<file path="config.mk">
export PLATFORM = sky130hd
export DESIGN_NAME = radix_digit_string_emitter_top
export DESIGN_NICKNAME = d
export VERILOG_FILES = /design/src/hw/rtl/rdse_pkg.sv /design/src/hw/rtl/rdse_front.sv /design/src/hw/rtl/rdse_queue.sv /design/src/hw/rtl/rdse_back.sv /design/src/hw/rtl/radix_digit_string_emitter_top.sv
export SDC_FILE = /design/constraint.sdc
export NUM_CORES = 1
export LEC_CHECK = 0
export BUFFER_PORTS_ARGS = -buffer_cell sky130_fd_sc_hd__buf_2
export CAP_MARGIN = 20
export CORE_ASPECT_RATIO = 1.25
export CORE_UTILIZATION = 35
export DETAILED_ROUTE_END_ITERATION = 16
export GPL_ROUTABILITY_DRIVEN = 0
export PLACE_DENSITY = 0.63
export SETUP_SLACK_MARGIN = 0.1
export SLEW_MARGIN = 20
export SYNTH_ARGS = -nofsm -noshare
export SYNTH_HDL_FRONTEND = slang
export SYNTH_SLANG_ARGS = --single-unit
export TNS_END_PERCENT = 10
</file>
<file path="constraint.sdc">
create_clock -name clk -period 14.92 [get_ports clk]
set_input_delay 1.492 -clock clk [delete_from_list [all_inputs] [get_ports clk]]
set_output_delay 1.492 -clock clk [all_outputs]
set_load 0.005 [all_outputs]
</file>
<file path="src/hw/rtl/rdse_pkg.sv">
// Shared types, constants and helpers of the radix digit string emitter.
// No dependencies; imported by every module of the block.
package rdse_pkg;

    localparam int VALUE_WIDTH    = 64;
    localparam int MAX_RADIX      = 16;
    localparam int RADIX_W        = 5;
    localparam int DIGIT_W        = 4;
    localparam int MAX_DIGITS     = 64;
    localparam int DCNT_W         = 7;
    localparam int DIDX_W         = 6;
    localparam int BITS_PER_CYCLE = 8;
    localparam int STEP_W         = 3;
    localparam int COUNT_IN_W     = 16;
    localparam int COUNT_W        = 17;
    localparam int SYM_W          = 8;
    localparam int PADDR_W        = 5;
    localparam int PDATA_W        = 64;

    localparam logic [SYM_W-1:0] SYM_PLUS  = 8'h2B;
    localparam logic [SYM_W-1:0] SYM_MINUS = 8'h2D;

    localparam logic FUNC_SIGNED = 1'b0;

    localparam logic [RADIX_W-1:0] BASE_LENGTH_RST = 5'd10;
    localparam logic [63:0] DIGITS_LOW_RST  = 64'h3736_3534_3332_3130;
    localparam logic [63:0] DIGITS_HIGH_RST = 64'h0000_0000_0000_3938;

    typedef enum logic [1:0] {
        REG_BASE_LENGTH = 2'd0,
        REG_DIGITS_LOW  = 2'd1,
        REG_DIGITS_HIGH = 2'd2
    } reg_idx_t;

    typedef struct packed {
        logic                   func;
        logic [VALUE_WIDTH-1:0] value;
        logic [COUNT_IN_W-1:0]  count_in;
    } num_t;

    typedef struct packed {
        logic [SYM_W-1:0]   char_out;
        logic               sign_before;
        logic               last;
        logic [COUNT_W-1:0] count_out;
    } sym_t;

    typedef struct packed {
        logic [RADIX_W-1:0] base_length;
        logic [63:0]        digits_low;
        logic [63:0]        digits_high;
    } cfg_t;

    // One classified number, queued between front and back.
    typedef struct packed {
        logic                   negative;
        logic [VALUE_WIDTH-1:0] mag;
        logic [RADIX_W-1:0]     radix;
        logic [COUNT_W-1:0]     count;
    } job_t;

    function automatic logic [SYM_W-1:0] sym_at(input logic [63:0] lo,
                                                 input logic [63:0] hi,
                                                 input logic [DIGIT_W-1:0] idx);
        logic [5:0] sh;
        sh = {idx[2:0], 3'b000};
        return idx[3] ? hi[sh +: SYM_W] : lo[sh +: SYM_W];
    endfunction

endpackage

</file>
<file path="src/hw/rtl/rdse_front.sv">
// Front end: accepts numbers, checks the digit table, forms the magnitude.
// Depends on rdse_pkg; feeds rdse_queue.
module rdse_front
    import rdse_pkg::*;
(
    input  logic num_valid,
    output logic num_stall,
    input  num_t num,
    input  cfg_t cfg,
    input  logic q_full,
    output logic q_push,
    output job_t q_data
);

    logic [RADIX_W-1:0]     len;
    logic                   negative;
    logic                   is_zero;
    logic                   base_ok;
    logic [SYM_W-1:0]       s;
    logic [VALUE_WIDTH-1:0] neg_v;

    always_comb
    begin
        len = (cfg.base_length > RADIX_W'(MAX_RADIX)) ? RADIX_W'(MAX_RADIX) : cfg.base_length;
        base_ok = (len >= RADIX_W'(2));
        for (int i = 0; i < MAX_RADIX; i++)
        begin
            s = sym_at(cfg.digits_low, cfg.digits_high, DIGIT_W'(i));
            if ((RADIX_W'(i) < len) && ((s == SYM_PLUS) || (s == SYM_MINUS)))
                base_ok = 1'b0;
        end
    end

    assign negative = (num.func == FUNC_SIGNED) && num.value[VALUE_WIDTH-1];
    assign is_zero  = (num.value == '0);
    assign neg_v    = '0 - num.value;

    // A bad table prints symbol 0: fold it into the zero-magnitude case.
    always_comb
    begin
        q_data.negative = base_ok && negative;
        q_data.mag      = !base_ok ? '0 : (negative ? neg_v : num.value);
        q_data.radix    = len;
        q_data.count    = {1'b0, num.count_in} + COUNT_W'(is_zero || negative);
    end

    assign num_stall = q_full;
    assign q_push    = num_valid && !q_full;

endmodule

</file>
<file path="src/hw/rtl/rdse_queue.sv">
// Two-entry job queue between the front end and the digit engine.
// Depends on rdse_pkg.
module rdse_queue
    import rdse_pkg::*;
(
    input  logic clk,
    input  logic rst_n,
    input  logic push,
    input  job_t wdata,
    output logic full,
    input  logic pop,
    output logic empty,
    output job_t rdata
);

    job_t       entry_reg [2];
    logic       wr_ptr_reg, wr_ptr_next;
    logic       rd_ptr_reg, rd_ptr_next;
    logic [1:0] cnt_reg, cnt_next;
    logic       do_push, do_pop;

    assign full    = (cnt_reg == 2'd2);
    assign empty   = (cnt_reg == 2'd0);
    assign do_push = push && !full;
    assign do_pop  = pop && !empty;
    assign rdata   = entry_reg[rd_ptr_reg];

    always_comb
    begin
        wr_ptr_next = wr_ptr_reg ^ do_push;
        rd_ptr_next = rd_ptr_reg ^ do_pop;
        cnt_next    = cnt_reg + 2'(do_push) - 2'(do_pop);
    end

    always_ff @(posedge clk or negedge rst_n)
    begin
        if (!rst_n)
        begin
            wr_ptr_reg <= 1'b0;
            rd_ptr_reg <= 1'b0;
            cnt_reg    <= 2'd0;
        end
        else
        begin
            wr_ptr_reg <= wr_ptr_next;
            rd_ptr_reg <= rd_ptr_next;
            cnt_reg    <= cnt_next;
        end
    end

    always_ff @(posedge clk)
    begin
        if (do_push)
            entry_reg[wr_ptr_reg] <= wdata;
    end

endmodule

</file>
<file path="src/hw/rtl/rdse_back.sv">
// Digit engine: divides by the radix 8 quotient bits per cycle, buffers
// digits, then plays them out most significant first. Depends on rdse_pkg.
module rdse_back
    import rdse_pkg::*;
(
    input  logic clk,
    input  logic rst_n,
    input  cfg_t cfg,
    input  logic q_empty,
    input  job_t q_data,
    output logic q_pop,
    output logic sym_valid,
    input  logic sym_stall,
    output sym_t sym
);

    typedef enum logic [3:0] {
        ST_IDLE = 4'b0001,
        ST_DIV  = 4'b0010,
        ST_READ = 4'b0100,
        ST_EMIT = 4'b1000
    } state_t;

    state_t                 state_reg, state_next;
    logic [VALUE_WIDTH-1:0] quo_reg, quo_next;
    logic [DIGIT_W-1:0]     rem_reg, rem_next;
    logic [STEP_W-1:0]      step_reg, step_next;
    logic [DCNT_W-1:0]      nd_reg, nd_next;
    logic [RADIX_W-1:0]     radix_reg, radix_next;
    logic                   neg_reg, neg_next;
    logic [COUNT_W-1:0]     count_reg, count_next;
    logic [DIDX_W-1:0]      rd_idx_reg, rd_idx_next;
    logic                   first_reg, first_next;
    sym_t                   out_reg, out_next;
    logic                   out_valid_reg, out_valid_next;

    logic [DIGIT_W-1:0]     dig_mem [MAX_DIGITS];
    logic [DIGIT_W-1:0]     rdata_reg;
    logic                   dig_we;
    logic [DIDX_W-1:0]      dig_waddr;
    logic [DIGIT_W-1:0]     dig_wdata;

    logic [BITS_PER_CYCLE-1:0] qbits;
    logic [DIGIT_W-1:0]        rem_step;
    logic [VALUE_WIDTH-1:0]    quo_step;
    logic                      out_free;

    // Restoring division of 8 bits against a radix of at most 16.
    always_comb
    begin
        logic [RADIX_W-1:0] r;
        logic [RADIX_W-1:0] t;
        r = {1'b0, rem_reg};
        for (int i = 0; i < BITS_PER_CYCLE; i++)
        begin
            t = {r[DIGIT_W-1:0], quo_reg[VALUE_WIDTH-1-i]};
            if (t >= radix_reg)
            begin
                qbits[BITS_PER_CYCLE-1-i] = 1'b1;
                r = t - radix_reg;
            end
            else
            begin
                qbits[BITS_PER_CYCLE-1-i] = 1'b0;
                r = t;
            end
        end
        rem_step = r[DIGIT_W-1:0];
        quo_step = {quo_reg[VALUE_WIDTH-BITS_PER_CYCLE-1:0], qbits};
    end

    assign out_free = !out_valid_reg || !sym_stall;

    always_comb
    begin
        state_next     = state_reg;
        quo_next       = quo_reg;
        rem_next       = rem_reg;
        step_next      = step_reg;
        nd_next        = nd_reg;
        radix_next     = radix_reg;
        neg_next       = neg_reg;
        count_next     = count_reg;
        rd_idx_next    = rd_idx_reg;
        first_next     = first_reg;
        out_next       = out_reg;
        out_valid_next = out_valid_reg && sym_stall;
        q_pop          = 1'b0;
        dig_we         = 1'b0;
        dig_waddr      = nd_reg[DIDX_W-1:0];
        dig_wdata      = rem_step;

        case (state_reg)
            ST_IDLE:
            begin
                if (!q_empty)
                begin
                    q_pop      = 1'b1;
                    quo_next   = q_data.mag;
                    rem_next   = '0;
                    step_next  = '0;
                    nd_next    = '0;
                    radix_next = q_data.radix;
                    neg_next   = q_data.negative;
                    count_next = q_data.count;
                    first_next = 1'b1;
                    if (q_data.mag == '0)
                    begin
                        // Zero prints symbol 0 and adds no digits to the count.
                        dig_we      = 1'b1;
                        dig_waddr   = '0;
                        dig_wdata   = '0;
                        rd_idx_next = '0;
                        state_next  = ST_READ;
                    end
                    else
                        state_next = ST_DIV;
                end
            end
            ST_DIV:
            begin
                quo_next  = quo_step;
                rem_next  = rem_step;
                step_next = step_reg + STEP_W'(1);
                if (step_reg == STEP_W'(VALUE_WIDTH / BITS_PER_CYCLE - 1))
                begin
                    dig_we   = 1'b1;
                    nd_next  = nd_reg + DCNT_W'(1);
                    rem_next = '0;
                    if (quo_step == '0)
                    begin
                        rd_idx_next = nd_reg[DIDX_W-1:0];
                        count_next  = count_reg + COUNT_W'(nd_next);
                        state_next  = ST_READ;
                    end
                end
            end
            ST_READ:
            begin
                state_next = ST_EMIT;
            end
            ST_EMIT:
            begin
                if (out_free)
                begin
                    out_valid_next      = 1'b1;
                    out_next.char_out   = sym_at(cfg.digits_low, cfg.digits_high, rdata_reg);
                    out_next.sign_before = first_reg && neg_reg;
                    out_next.last       = (rd_idx_reg == '0);
                    out_next.count_out  = (rd_idx_reg == '0) ? count_reg : '0;
                    first_next          = 1'b0;
                    if (rd_idx_reg == '0)
                        state_next = ST_IDLE;
                    else
                    begin
                        rd_idx_next = rd_idx_reg - DIDX_W'(1);
                        state_next  = ST_READ;
                    end
                end
            end
            default:
            begin
                state_next = ST_IDLE;
            end
        endcase
    end

    always_ff @(posedge clk or negedge rst_n)
    begin
        if (!rst_n)
        begin
            state_reg     <= ST_IDLE;
            out_valid_reg <= 1'b0;
        end
        else
        begin
            state_reg     <= state_next;
            out_valid_reg <= out_valid_next;
        end
    end

    always_ff @(posedge clk)
    begin
        quo_reg    <= quo_next;
        rem_reg    <= rem_next;
        step_reg   <= step_next;
        nd_reg     <= nd_next;
        radix_reg  <= radix_next;
        neg_reg    <= neg_next;
        count_reg  <= count_next;
        rd_idx_reg <= rd_idx_next;
        first_reg  <= first_next;
        out_reg    <= out_next;
    end

    // Digit buffer: one write port, one registered read port.
    always_ff @(posedge clk)
    begin
        if (dig_we)
            dig_mem[dig_waddr] <= dig_wdata;
        rdata_reg <= dig_mem[rd_idx_reg];
    end

    assign sym_valid = out_valid_reg;
    assign sym       = out_reg;

endmodule

</file>
<file path="src/hw/rtl/radix_digit_string_emitter_top.sv">
// Top level of the radix digit string emitter: register file and wiring.
// Depends on rdse_pkg, rdse_front, rdse_queue and rdse_back.
//
//   port group   dir   payload   transfer when
//   num          in    num_t     num_valid && !num_stall
//   sym          out   sym_t     sym_valid && !sym_stall
//   apb          in    64 bit    psel && penable && pwrite (pready tied high)
//
// The divider retires 8 quotient bits a cycle, one pass over the 64-bit quotient per digit;
// the digits are then played out, each through a buffer read and an output load, and the
// output load waits while the output is stalled. Zero and a bad table skip the divider.
// Up to two numbers wait in the queue while the engine works.
// Reset is asynchronous; it restores the registers and empties queue and output.
module radix_digit_string_emitter_top
    import rdse_pkg::*;
(
    input  logic               clk,
    input  logic               rst_n,
    input  logic               num_valid,
    output logic               num_stall,
    input  num_t               num,
    output logic               sym_valid,
    input  logic               sym_stall,
    output sym_t               sym,
    input  logic               psel,
    input  logic               penable,
    input  logic               pwrite,
    input  logic [PADDR_W-1:0] paddr,
    input  logic [PDATA_W-1:0] pwdata,
    output logic [PDATA_W-1:0] prdata,
    output logic               pready
);

    cfg_t     cfg_reg;
    reg_idx_t reg_sel;
    logic     wr_en;
    logic     q_push, q_full, q_pop, q_empty;
    job_t     q_wdata, q_rdata;

    assign pready  = 1'b1;
    assign reg_sel = reg_idx_t'(paddr[PADDR_W-1:3]);
    assign wr_en   = psel && penable && pwrite;

    always_ff @(posedge clk or negedge rst_n)
    begin
        if (!rst_n)
        begin
            cfg_reg.base_length <= BASE_LENGTH_RST;
            cfg_reg.digits_low  <= DIGITS_LOW_RST;
            cfg_reg.digits_high <= DIGITS_HIGH_RST;
        end
        else if (wr_en)
        begin
            case (reg_sel)
                REG_BASE_LENGTH: cfg_reg.base_length <= pwdata[RADIX_W-1:0];
                REG_DIGITS_LOW:  cfg_reg.digits_low  <= pwdata;
                REG_DIGITS_HIGH: cfg_reg.digits_high <= pwdata;
                default:         ;
            endcase
        end
    end

    always_comb
    begin
        case (reg_sel)
            REG_BASE_LENGTH: prdata = {{(PDATA_W-RADIX_W){1'b0}}, cfg_reg.base_length};
            REG_DIGITS_LOW:  prdata = cfg_reg.digits_low;
            REG_DIGITS_HIGH: prdata = cfg_reg.digits_high;
            default:         prdata = '0;
        endcase
    end

    rdse_front u_front (
        .num_valid (num_valid),
        .num_stall (num_stall),
        .num       (num),
        .cfg       (cfg_reg),
        .q_full    (q_full),
        .q_push    (q_push),
        .q_data    (q_wdata)
    );

    rdse_queue u_queue (
        .clk   (clk),
        .rst_n (rst_n),
        .push  (q_push),
        .wdata (q_wdata),
        .full  (q_full),
        .pop   (q_pop),
        .empty (q_empty),
        .rdata (q_rdata)
    );

    rdse_back u_back (
        .clk       (clk),
        .rst_n     (rst_n),
        .cfg       (cfg_reg),
        .q_empty   (q_empty),
        .q_data    (q_rdata),
        .q_pop     (q_pop),
        .sym_valid (sym_valid),
        .sym_stall (sym_stall),
        .sym       (sym)
    );

endmodule

</file>
==> results of run 1 <==
[kinds of logic (layout without fill, tap and decap cells)]
group | after synthesis | count (layout)
other | 1 | 13
xor gates and xnor gates | 131 | 131
buffers and inverters | 199 | 473
muxes | 349 | 349
DFF | 711 | 711
and+or+nand+nor | 632 | 632
AOI/OAI and AO/OA | 347 | 347
adders and majority gates | 67 | 67
[layer usage]
metal  share of wire [%]  wire length, um  up-vias
li1                    -                -     9878
met1                  40            35500    10900
met2                  51            45100      578
met3                 5.5             4880      172
met4                 3.6             3210       10
met5               0.078               69        -
[cell usage after synthesis (all sizes together) (27+ instances only)]
library cell and count:
a21oi 70, a22o 59, a31oi 27, and2 30
buf 34, clkbuf 107, dfrtp 104, dfstp 38
edfxtp 565, ha 58, inv 58, mux2 151
mux2i 83, mux4 115, nand2 131, nand3 29
nor2 105, nor2b 32, nor3 133, nor4 56
o21ai 99, xnor2 92, xor2 39
[how the worst min path moves through the flow]
stage                             startpoint            endpoint  slack [ps]
final                     u_queue.cnt_reg[1]  u_queue.cnt_reg[1]         520
after global routing      u_queue.cnt_reg[1]  u_queue.cnt_reg[1]         540
after CTS                 u_queue.cnt_reg[1]  u_queue.cnt_reg[1]         530
after detailed placement  u_queue.cnt_reg[1]  u_queue.cnt_reg[1]         510
after global placement    u_queue.cnt_reg[1]  u_queue.cnt_reg[1]         520
after floorplan           u_queue.cnt_reg[1]  u_queue.cnt_reg[1]         480
[metrics by stage]
| stage | utilization (%) | area, um2 |
|---|---|---|
| 2_1_floorplan | - | 34200 |
| 3_3_place_gp | 38.3 | 36900 |
| 3_5_place_dp | 38.3 | 36900 |
| 4_1_cts | 40.8 | 39300 |
| 5_1_grt | 40.8 | 39300 |
| 6_report | 40.8 | 39300 |
[final cells by class]
| cell class | instances | area [um2] | share of cell area, % |
|---|---|---|---|
| repair buffers | 281 | 1520 | 3.86 |
| multi-input cells | 1527 | 12900 | 32.8 |
| flip-flops and latches | 711 | 20700 | 52.5 |
| clock inverters | 49 | 498 | 1.27 |
| well taps | 1290 | 1610 | 4.10 |
| clock buffers | 85 | 1900 | 4.84 |
| inverters | 58 | 218 | 0.553 |
| diodes | 12 | 30.0 | 0.0763 |
==> out/results.tsv, run 1 <==
metric	value	unit
Largest register FFs	256	
Mapped Avg Cell Area	14.0	um2
Least-Margin Pin Slew	1070	ps
WL per Instance	22.1	um
# rows	127	
Tcrit/Tclk final	92.1	%
met2 usage	30.6	%
layout cells sized above 1	27.6	%
sequential share of the synthesized area	60.4	%
port buffer count	246	
status	finished, final reports clean	
R2R cell count	51	
multiplexer share of the synthesized area	15.0	%
CTS Buf Count	74	
Critical Path End	u_back.dig_mem[62][0]	
CTS Hold Buffers Added	0	
final antenna-violating net count	0	
total iterations of the first detailed-routing run	5	
top-area cell type share of the netlist area	49.7	%
met1 Usage GRT	22.2	%
CP most frequent cell	ha_1	
# fillers	9041	
minimum clock period	13740	ps
Worst Path Arrival	14050	ps
Die Y	351	um
post-synthesis compound-gate area fraction	6.59	%
WS Path Type	reg -> reg	
P&R area growth vs syn	15.1	%
met3 Usage GRT	2.98	%
Post-Syn Area	0.0342	mm2
Yosys cell types	72	
cell accounting for the most synthesized area	edfxtp_1	
Vias	21500	
Hold Path Stages	1	
DRC viols	0	
CP max FO	64	
first-pass GRT wire length	133000	um
top cell family by delay on the critical path	compound AO/OA/AOI/OAI gates	
H-tree levels	3	
root buf cell	clkbuf_16	
GRT busiest layer	met2	
Seq cells post-synth	711	
Die X	281	um
Yosys Warn Count	0	
setup slack after layout	1180	ps
initial antenna violation count	22	
Max Cap Viol	0	
final setup fails	0	
setup bufs post-CTS	0	
grt total ovfl	0	
register-to-register setup slack	1180	ps
number of instances in the placed design	3867	
type of the worst min-delay path	reg -> reg	
CP Depth	51	
commonest non-fill, non-tap cells in the layout	edfxtp_1, buf_2, mux2_2	
Crit. Startpoint	u_back.radix_reg[1]	
slowest CP cell	edfxtp_1	
NumNets Final	2877	
largest family of logic cells by synthesized area	multiplexers	
worst reg2reg endpoint	u_back.dig_mem[62][0]	
post-synthesis xor/xnor area fraction	3.36	%
most common cell after layout, fill and taps aside	edfxtp_1	
skew final	49.6	ps
worst slack, placed	1210	ps
Core Box Area	0.0963	mm2
Cells after Synth	2437	
Hold Slack	521	ps
Worst EP required	15230	ps
Routed WL	88700	um
Resized Gates After CTS	0	
Post-synth EDFFs	565	
TritonCTS clock tree	built	
FFs w/ async S/R, synth	20.0	%
Die Area	0.0989	mm2
post-DP HPWL	63100	um
Vias/cell	5.36	
vias in the first global route	21400	
final slew viol count	0	
Primary FF master, synth	edfxtp_1	
Max stage delay on crit path	690	ps
1st-iter DRT viols	1570	
largest net degree at the start of global routing	107	
Fin Setup TNS	0	ps
Initial Util	35.5	%
# IOs	251	
final hold viol count	0	
Max clock buf depth	3	
crit path buf inv count	9	
worst r2r src	u_back.radix_reg[1]	
synth top area cells	edfxtp_1, dfrtp_1, mux4_2	
Syn Nets	2661	
Post-Synth Adder-Cell Area	2.65	%
Clk Latency, worst-skew pair	650	ps
Sink Count	711	
clock slew seen by the registers of the worst setup and hold paths	60	ps
simple-gate portion of the synthesized area	9.73	%
Slew HR	27.4	%
CP Capture Type	register	
fmax	72.8	MHz
startpoint class of the critical path	register	
GRT Total Usage	17.8	%
RSZ-0062 raised after global routing	false	
Non-Filler Instances	4013	
Power of run 1 is left out: the tool's default activity adds up to more than one toggle a clock period on the data nets, which glitch-free logic cannot reach.
==> run 2: changes to the inputs <==
--- a/config.mk
+++ b/config.mk
@@ -5,6 +5,7 @@
 export SDC_FILE = /design/constraint.sdc
 export NUM_CORES = 1
 export LEC_CHECK = 0
+export ABC_CLOCK_PERIOD_IN_PS = 14920
 export BUFFER_PORTS_ARGS = -buffer_cell sky130_fd_sc_hd__buf_2
 export CAP_MARGIN = 20
 export CORE_ASPECT_RATIO = 1.25
@@ -16,5 +17,6 @@
 export SLEW_MARGIN = 20
 export SYNTH_ARGS = -nofsm -noshare
 export SYNTH_HDL_FRONTEND = slang
+export SYNTH_HIERARCHICAL = 1
 export SYNTH_SLANG_ARGS = --single-unit
 export TNS_END_PERCENT = 10
==> out/results.tsv, run 2 <==
metric	value	unit
status	finished, violations left	
failing checks	design-rule violations	
Vias/cell	5.28	
Die Y	355	um
Seq cells post-synth	711	
Post-synth EDFFs	565	
Worst EP required	15190	ps
FFs w/ async S/R, synth	20.0	%
startpoint class of the critical path	register	
largest net degree at the start of global routing	83	
Fin Setup TNS	0	ps
CP most frequent cell	ha_1	
top-area cell type share of the netlist area	48.7	%
root buf cell	clkbuf_16	
Final Util	40.2	%
RSZ-0062 raised after global routing	false	
Resized Gates After CTS	0	
number of instances in the placed design	3998	
synth cell count leaders	edfxtp_1, nand2_1, nor2_1	
NumNets Final	2984	
Non-Filler Instances	4132	
vias in the first global route	21800	
Post-Synth Adder-Cell Area	2.60	%
CP max FO	10	
CTS Buf Count	69	
# IOs	251	
met3 WL	4320	um
most common cell after layout, fill and taps aside	edfxtp_1	
post-synthesis xor/xnor area fraction	3.24	%
largest family of logic cells by synthesized area	multiplexers	
WS Path Type	reg -> reg	
Syn Nets	2773	
Tcrit/Tclk final	89.4	%
Yosys cell types	86	
1st-iter DRT viols	1549	
P&R area growth vs syn	13.9	%
final setup fails	0	
Clk Latency, worst-skew pair	640	ps
CP Capture Type	register	
Cells after Synth	2549	
simple-gate portion of the synthesized area	10.4	%
total iterations of the first detailed-routing run	12	
post-DP HPWL	60400	um
multiplexer share of the synthesized area	15.6	%
Vias	21800	
Routed WL	85700	um
Max clock buf depth	3	
final antenna-violating net count	0	
post-synthesis compound-gate area fraction	6.27	%
skew final	23.9	ps
Multi-input gate area	0.0134	mm2
Die Area	0.101	mm2
# rows	129	
highest metal used	met5	
minimum clock period	13330	ps
register-to-register setup slack	1590	ps
setup bufs post-CTS	0	
GRT Total Usage	16.8	%
Max Cap Viol	0	
Yosys Warn Count	6	
DRC viols	1	
grt total ovfl	0	
TritonCTS clock tree	built	
Mapped Avg Cell Area	13.7	um2
fmax	75.0	MHz
Largest register FFs	256	
Post-Syn Area	0.0348	mm2
Die X	284	um
initial antenna violation count	18	
Sink Count	711	
port buffer count	246	
Core Box Area	0.0988	mm2
sequential share of the synthesized area	59.3	%
WL per Instance	20.7	um
clock slew seen by the registers of the worst setup and hold paths	60	ps
final hold viol count	0	
count leader, synth	edfxtp_1	
cell accounting for the most synthesized area	edfxtp_1	
# fillers	9209	
routed length on met2	43600	um
Slew HR	26.3	%
Reg area	0.0207	mm2
H-tree levels	3	
layout cells sized above 1	28.0	%
Max stage delay on crit path	680	ps
slowest CP cell	nor4_2	
Primary FF master, synth	edfxtp_1	
Least-Margin Pin Slew	1100	ps
Initial Util	35.3	%
type of the worst min-delay path	reg -> reg	
commonest non-fill, non-tap cells in the layout	edfxtp_1, nand2_1, buf_2	
synth top area cells	edfxtp_1, dfrtp_1, mux2_2	
Worst Path Arrival	13600	ps
first-pass GRT wire length	131000	um
CTS Hold Buffers Added	0	
Met1 Wirelength	34700	um
final slew viol count	0	
-- run 2: worst paths after layout --
path,start,to,depth (start not counted)
max,u_back/radix_reg[1],u_back/rd_idx_reg[0],46
min,u_queue/cnt_reg[1],u_queue/cnt_reg[1],1
max reg2reg,u_back/radix_reg[1],u_back/rd_idx_reg[0],46
min reg2reg,u_queue/cnt_reg[1],u_queue/cnt_reg[1],1
max in group asynchronous,rst_n,u_queue/rd_ptr_reg,2
min in group asynchronous,rst_n,cfg_reg[25],1
-- run 2: metrics by stage --
step | hold WS [ps] | cell area [um2] | setup WS (ps)
after floorplan | 488 | 34800 | 2930
after global placement | 505 | 37300 | 1580
after detailed placement | 518 | 37300 | 1290
after CTS | 527 | 39600 | 1220
after global routing | 552 | 39700 | 491
final | 541 | 39700 | 1590
-- run 2: kinds of logic (layout without fill, tap and decap cells) --
kind of cell,Yosys count,after routing
mux,383,383
buf+inv,184,448
other cells,1,10
flops,711,711
fa+ha+maj,67,67
compound gates,324,324
xor+xnor,129,129
simple gates,750,750
-- run 2: critical path, delay by kind of cell, from the launching register on --
family / cells / cell delay, ps
and+or+nand+nor: 5 / 1680
adders and majority gates: 8 / 2500
AOI/OAI and AO/OA: 25 / 5890
buffers and inverters: 4 / 630
muxes: 4 / 1590
DFF: 1 / 660
-- run 2: cell type report --
| type | count | area share, % |
|---|---|---|
| clock buffers | 96 | 4.84 |
| well taps | 1310 | 4.13 |
| inverters | 49 | 0.463 |
| repair buffers | 275 | 3.72 |
| clock inverters | 28 | 0.952 |
| flip-flops and latches | 711 | 52.0 |
| multi-input cells | 1654 | 33.8 |
| diodes | 9 | 0.0568 |
-- run 2: routing by layer --
| metal | up-vias | global-route usage [%] |
|---|---|---|
| met1 | 10900 | 20.6 |
| met5 | - | 0 |
| met2 | 662 | 29.0 |
| met3 | 149 | 2.64 |
| li1 | 10000 | - |
| met4 | 12 | 7.43 |
Power of run 2 is left out for the same reason.
